==> src/rtl/pbbd_pkg.sv <==
// ----------------------------------------------------------------------------
// pbbd_pkg
// Shared widths, codes and types for the palette byte box downsampler.
// ----------------------------------------------------------------------------
package pbbd_pkg;

    localparam int COLOR_W          = 8;
    localparam int IDX_W            = 8;
    localparam int PALETTE_DEPTH    = 1 << IDX_W;
    localparam int SHIFT_W          = 5;
    localparam int MAX_GROUP_SHIFT  = 16;
    localparam int PIXEL_INDEX_BITS = 24;
    localparam int SUM_W            = COLOR_W + MAX_GROUP_SHIFT;
    localparam int CNT_W            = MAX_GROUP_SHIFT + 1;

    // tuser codes on the input stream
    localparam logic KIND_DATA    = 1'b0;
    localparam logic KIND_PALETTE = 1'b1;

    typedef struct packed {
        logic [COLOR_W-1:0] red;
        logic [COLOR_W-1:0] green;
        logic [COLOR_W-1:0] blue;
    } t_rgb;

    typedef struct packed {
        logic [PIXEL_INDEX_BITS-1:0] index;
        logic [COLOR_W-1:0]          blue;
        logic [COLOR_W-1:0]          green;
        logic [COLOR_W-1:0]          red;
        logic                        final_pixel;
    } t_pixel;

endpackage

==> src/rtl/pbbd_accum.sv <==
// ----------------------------------------------------------------------------
// pbbd_accum
// Group accumulator: adds palette colors, closes groups, holds the pixel
// output register.
// ----------------------------------------------------------------------------
module pbbd_accum
    import pbbd_pkg::*;
(
    input  logic               i_clk,
    input  logic               i_rst_n,
    input  logic               i_load,      // data byte transfer this edge
    input  logic               i_eof,
    input  t_rgb               i_color,     // palette read data of stage 1
    input  logic [SHIFT_W-1:0] i_shift,
    input  logic               i_out_ready,
    output logic               o_ready,
    output logic               o_out_valid,
    output t_pixel             o_pixel
);

    logic                        r_s1_valid;
    logic                        r_s1_eof;
    logic [SUM_W-1:0]            r_red_sum, r_green_sum, r_blue_sum;
    logic [CNT_W-1:0]            r_count;
    logic [PIXEL_INDEX_BITS-1:0] r_pix_cnt;
    logic                        r_out_valid;
    t_pixel                      r_pixel;

    logic [SUM_W-1:0]   n_red_sum, n_green_sum, n_blue_sum;
    logic [CNT_W-1:0]   n_count;
    logic [SHIFT_W-1:0] eff_shift;
    logic [CNT_W-1:0]   group_size;
    logic               close;
    logic               advance;
    logic [SUM_W-1:0]   red_avg, green_avg, blue_avg;

    always_comb begin
        eff_shift   = (i_shift > SHIFT_W'(MAX_GROUP_SHIFT)) ?
                      SHIFT_W'(MAX_GROUP_SHIFT) : i_shift;
        group_size  = CNT_W'(1) << eff_shift;
        n_red_sum   = r_red_sum   + SUM_W'(i_color.red);
        n_green_sum = r_green_sum + SUM_W'(i_color.green);
        n_blue_sum  = r_blue_sum  + SUM_W'(i_color.blue);
        n_count     = r_count + CNT_W'(1);
        close       = (n_count >= group_size) || r_s1_eof;
        red_avg     = n_red_sum   >> eff_shift;
        green_avg   = n_green_sum >> eff_shift;
        blue_avg    = n_blue_sum  >> eff_shift;
        advance     = r_s1_valid && (!close || !r_out_valid || i_out_ready);
    end

    assign o_ready = !r_s1_valid || advance;

    always_ff @(posedge i_clk) begin
        if (!i_rst_n) begin
            r_s1_valid <= 1'b0;
        end else if (o_ready) begin
            r_s1_valid <= i_load;
        end
    end

    always_ff @(posedge i_clk) begin
        if (o_ready && i_load) begin
            r_s1_eof <= i_eof;
        end
    end

    always_ff @(posedge i_clk) begin
        if (!i_rst_n) begin
            r_red_sum   <= '0;
            r_green_sum <= '0;
            r_blue_sum  <= '0;
            r_count     <= '0;
            r_pix_cnt   <= '0;
        end else if (advance) begin
            if (close) begin
                r_red_sum   <= '0;
                r_green_sum <= '0;
                r_blue_sum  <= '0;
                r_count     <= '0;
                r_pix_cnt   <= r_s1_eof ? '0 : r_pix_cnt + PIXEL_INDEX_BITS'(1);
            end else begin
                r_red_sum   <= n_red_sum;
                r_green_sum <= n_green_sum;
                r_blue_sum  <= n_blue_sum;
                r_count     <= n_count;
            end
        end
    end

    always_ff @(posedge i_clk) begin
        if (!i_rst_n) begin
            r_out_valid <= 1'b0;
        end else if (advance && close) begin
            r_out_valid <= 1'b1;
        end else if (i_out_ready) begin
            r_out_valid <= 1'b0;
        end
    end

    always_ff @(posedge i_clk) begin
        if (advance && close) begin
            r_pixel.red         <= red_avg[COLOR_W-1:0];
            r_pixel.green       <= green_avg[COLOR_W-1:0];
            r_pixel.blue        <= blue_avg[COLOR_W-1:0];
            r_pixel.index       <= r_pix_cnt;
            r_pixel.final_pixel <= r_s1_eof;
        end
    end

    assign o_out_valid = r_out_valid;
    assign o_pixel     = r_pixel;

endmodule

==> config.mk <==
export PLATFORM = sky130hd
export DESIGN_NAME = pbbd_accum
export DESIGN_NICKNAME = d
export VERILOG_FILES = /design/src/rtl/pbbd_pkg.sv /design/src/rtl/pbbd_accum.sv
export SDC_FILE = /design/constraint.sdc
export NUM_CORES = 1
export LEC_CHECK = 0
export ABC_AREA = 1
export BUFFER_PORTS_ARGS = -buffer_cell sky130_fd_sc_hd__buf_2
export CORE_ASPECT_RATIO = 0.7
export CORE_MARGIN = 5
export CORE_UTILIZATION = 42
export CTS_CLUSTER_SIZE = 20
export DETAILED_ROUTE_END_ITERATION = 12
export MAX_ROUTING_LAYER = met4
export PLACE_DENSITY = 0.61
export SYNTH_ARGS = -nofsm -noshare
export SYNTH_HDL_FRONTEND = slang
export SYNTH_SLANG_ARGS = --single-unit
==> constraint.sdc <==
create_clock -name i_clk -period 11.3 [get_ports i_clk]
set_clock_uncertainty 0.15 [all_clocks]
set_input_delay 2.26 -clock i_clk [delete_from_list [all_inputs] [get_ports i_clk]]
set_output_delay 2.26 -clock i_clk [all_outputs]
set_load 0.05 [all_outputs]
Word-level counts from Yosys, hierarchy flattened
Index checks and enable logic that the tools add are counted.
{"block": "totals", "memories": 0, "input_bits": 34, "ff_bits": 165, "rom_bits": 0, "output_inout_bits": 51, "ramBits": 0, "latchBits": 0}
{"block": "classes", "bitwise_logic": 0, "shift": 4, "muxes": 8, "magnitude_cmp": 2, "reduce_logical": 12, "div_mod_pow": 0, "eq_ne": 0, "addsub": 5, "mul": 0}
{"operator": "24-bit two-way mux", "count": 4}
{"operator": "24-bit by 8-bit adder with 24-bit output", "count": 3}
{"operator": "24-bit by 5-bit >> shifter with 8-bit output", "count": 3}
{"operator": "24-bit by 1-bit adder with 24-bit output, second input constant", "count": 1}
{"operator": "17-bit by 1-bit adder with 17-bit output, second input constant", "count": 1}
{"operator": "17-bit >= comparator", "count": 1}
{"operator": "17-bit two-way mux", "count": 1}
{"operator": "1-bit by 5-bit left shift with 17-bit output, first input constant", "count": 1}
{"operator": "5-bit > comparator, second input constant", "count": 1}
{"operator": "5-bit two-way mux", "count": 1}
{"operator": "1-bit logical OR", "count": 4}
{"operator": "1-bit logical AND", "count": 3}
{"operator": "1-bit zero test", "count": 3}
{"operator": "1-bit two-way mux", "count": 2}
{"operator": "2-bit AND reduction", "count": 1}
{"operator": "2-bit nonzero test", "count": 1}

Logic depth before layout (Yosys ltp)
{"block": "logic_depth", "ltp_word": 11, "ltp_mapped": 23}

Least setup slack after synthesis
Ideal clock, no wire load.
{"block": "synth_timing", "path_type": "input to output", "start": "in i_shift[1]", "end": "out o_ready", "setup_slack_ns": 4.105, "t_arrival_ns": 4.785, "cell_stages": 17, "path_buffers": 1, "required_time_ns": 8.890, "path_cell_list": "nor3_1 > a21oi_1 > nor2_2 > clkbuf_1 > nand3_1 > inv_1 > nand2_1 > ha_1 > nand2_1 > inv_1 > nand3_1 > nor3_2 > nand4_1 > nand4_1 > nor2_4 > inv_4 > nand4_1"}
{"block": "synth_via", "elab_chain_len": 10}
{"item": "start: declaration", "line": "pbbd_accum.sv:14", "text": "input logic [SHIFT_W-1:0] i_shift,"}
{"item": "5-bit > comparator", "line": "pbbd_accum.sv:38", "text": "eff_shift = (i_shift > SHIFT_W'(MAX_GROUP_SHIFT)) ?"}
{"item": "5-bit two-way mux (*)", "line": "pbbd_accum.sv:38"}
{"item": "1-bit by 5-bit left shift with 17-bit output (*)", "line": "pbbd_accum.sv:40", "text": "group_size = CNT_W'(1) << eff_shift;"}
{"item": "17-bit >= comparator (*)", "line": "pbbd_accum.sv:45", "text": "close = (n_count >= group_size) || r_s1_eof;"}
{"item": "1-bit logical OR (*)", "line": "pbbd_accum.sv:45"}
{"item": "1-bit zero test (*)", "line": "pbbd_accum.sv:49", "text": "advance = r_s1_valid && (!close || !r_out_valid || i_out_ready);"}
{"item": "1-bit logical OR (*) (2 in a row)", "line": "pbbd_accum.sv:49"}
{"item": "1-bit logical AND (*)", "line": "pbbd_accum.sv:49"}
{"item": "1-bit logical OR (*)", "line": "pbbd_accum.sv:52", "text": "assign o_ready = !r_s1_valid || advance;"}
{"item": "end: declaration", "line": "pbbd_accum.sv:16", "text": "output logic o_ready,"}
Mark *: on every way between the ends. The rest lies on a longest branch, timed or not.

Worst setup path after layout
{"block": "layout_timing", "start": "in i_shift[4]", "end": "out o_ready"}
Same word-level chain as after synthesis.

==> metrics.txt <==
outcome=complete, no violations; fin crit share=0.755; post-place setup slack=2830 ps; Yosys top cell by area=nand2_1; register area share after synthesis=0.292; Final Hold Viols=0; RSZ-0062 raised after global routing=false; Post-Synthesis Cells=2,157; via count=14,100; WP data required=8890 ps; worst r2r src=r_count[0]; Worst-Margin Slew=1180 ps; WS Path Type=in2out; vias per cell=5.40; CTS tree=done; Worst Hold Path Cells=2; final instance area=14,200 um2; total number of yosys warnings=0; Setup crit start kind=input pin; Multi-input gate area=7990 um2; CTS HTree Levels=4; Sum Neg Setup Slack=0 ps; Core ar.=30,900 um2; worst skew pair latency=450 ps; Max stage delay cell, worst path=inv_2; Leak=0.00636 uW; post-cts resize count=0; Worst IR Drop VDD=0.0658 mV; Synth cell types=43; post-CTS setup buffer count=0; Site Rows=54; fin cells=2,618; initial DRC count=1,721; Max clock buf depth=2; first-pass GRT wire length=68.5 mm; drt wl/cell=16.4 um; Max FO, Critical Path=52; minimum clock period=8530 ps; clock tree sinks=165; nets=2,264; Area growth syn-to-layout=9.16%; crit-path most repeated cell=a21oi_1; Arr. time, crit path=6120 ps; fmax=0.117 GHz; hold crit path type=reg2reg; Levels on crit path=17; share of layout cells above drive strength 1=0.0655; Synth Cell Area=13,000 um2; Final setup viols=0; router iterations before antenna repair=6; Buffers on Ports=84; # hold bufs at CTS=0; Post-synth EDFFs=50; #FFs+latches synth=165; Async SR Flop Fraction=0; most frequent cells after synthesis=nand2_1, nand3_1, inv_1, a21oi_1, nor2_1; critical-path cell list=buf_2, inv_2, a21oi_1, nor2_4, inv_2, nand3_1, inv_1, nand2_1, ha_1, a21oi_1, o21ai_0, a21oi_1, nand4_1, nor2_4, inv_4, nand4_1, buf_2; Post-Syn Nets=2,237; max_cap viols=0; TritonCTS buffer count=17; PD cells=104 nW/um2; top cell type's share of synthesized area=0.210; critical path buffer and inverter count=6; post-DP HPWL=31.7 mm; placed instance area=13,700 um2; worst setup path start=i_shift[4]; Residual DRC=0; Critical Path Max Stage Delay=660 ps; Placed Cells=2,585; Overflow after GRT=0; CP top delay family=buffers and inverters; Reg2Reg Depth=21; die width=221 um; initial antenna violation count=1; synth top area cells=nand2_1, dfxtp_1, nand3_1; fillers=3,399; worst setup margin=2770 ps; Final GP Congestion=0.978; hold path startpoint=r_red_sum[7]; count leader, synth=nand2_1; largest net degree at the start of global routing=90; post-route antenna net violation count=0; num ports=85; Critical Path Sink Type=primary output; fin util=0.461; Clock Tree Root=clkbuf_16; Die Area=34,700 um2; clock-pin slew on the worst setup and hold paths=60 ps; Starting Density=0.422; die height=157 um; FF/Latch Area=3800 um2; vias in the first global route=12,400; total track usage=0.254; relative slew slack=0.209; Slew Limit Fails=0; WL final=42.9 mm; top_reg_cell synth=dfxtp_1; Mean Syn Cell Area=6.04 um2
## path summary, 6_finish.rpt
check / end / slack [ps]
worst max-delay path: o_ready / 2770
worst min-delay path: r_red_sum[7] / 320
worst max register to register: o_pixel[6] / 6030
worst min register to register: r_red_sum[7] / 320
## logic make-up (layout without fill, tap and decap cells)
kind of cell    count (synthesis)  after routing  synth area share
compound gates                220            220            0.0879
xor+xnor                       38             38            0.0255
fa+ha+maj                      46             46            0.0459
buf+inv                       318            358            0.0967
flops                         165            165             0.292
other cells                     0              1                 0
simple gates                 1370           1370             0.452
## worst register-to-register path, cell delays in order (launching register included)
cell and delay [ps]:
dfxtp_1 410, ha_1 230, nand3_1 140, nor2_1 120
nand2_1 130, nor3_4 220, nand3_1 130, inv_1 110
nand3_1 80, xnor2_1 180, ha_1 360, nand2_1 80
inv_1 50, nand3_1 100, nor3_2 170, nand4_1 120
nand4_1 170, nor2_4 70, inv_4 180, nand3_2 590
inv_2 460, buf_4 620
## cell type report
type                       count  share of cell area
sequential                   165               0.267
clock buffer                  24              0.0346
tap                          420              0.0369
multi-input combinational   1674               0.561
antenna                        1            0.000176
timing repair buffer          93              0.0343
inverter                     233              0.0617
clock inverter                 8             0.00361
## cell usage in the layout (no fill, tap or decap), drive strengths merged
master    Yosys  layout
nand2       729     729
nand3       396     396
inv         232     232
a21oi       184     184
nor2        161     161
dfxtp       115     115
buf          32      93
edfxtp       50      50
nand4        44      44
ha           43      43
xor2         27      27
nor3         25      25
clkbuf       53      24
o21ai        19      19
xnor2        11      11
clkinv        1       7
a31oi         6       6
nand3b        5       5
nor4          4       4
a22oi         3       3
and2          3       3
fa            3       3
or2           2       2
o22ai         2       2
o211ai        2       2
a211oi        2       2
clkinvlp      0       2
diode         0       1
a21o          1       1
a221oi        1       1
nor3b         1       1
## report_power, final
part | total, uW | leakage, uW | internal, uW | switching (uW)
Clock | 560 | 0.000264 | 303 | 257
Sequential | 635 | 0.00138 | 627 | 7.90
Combinational | 285 | 0.00472 | 74.8 | 210
Total | 1480 | 0.00636 | 1010 | 475
## metrics by stage
step                total power [uW]  hold slack [ps]
floorplan                        855              256
global placement                 929              302
detailed placement               929              309
CTS                             1490              320
global route                    1550              338
finish                          1480              317
## flip-flops by register name, summed over array words and instances, names as in the netlist
register	flops
r_s1_valid	1
r_green_sum	24
o_out_valid	1
r_red_sum	24
r_count	17
r_blue_sum	24
r_pix_cnt	24
r_s1_eof	1
o_pixel	49
## per-layer routing
metal	vias up	global-route usage	wire [um]	part of all wire
met4	0	0.0517	588	0.014
met2	525	0.322	16300	0.38
met3	41	0.0486	3710	0.087
met1	6426	0.407	22300	0.52
met5	-	-	0	0
li1	7147	-	-	-
(Power assumes the default switching activity.)
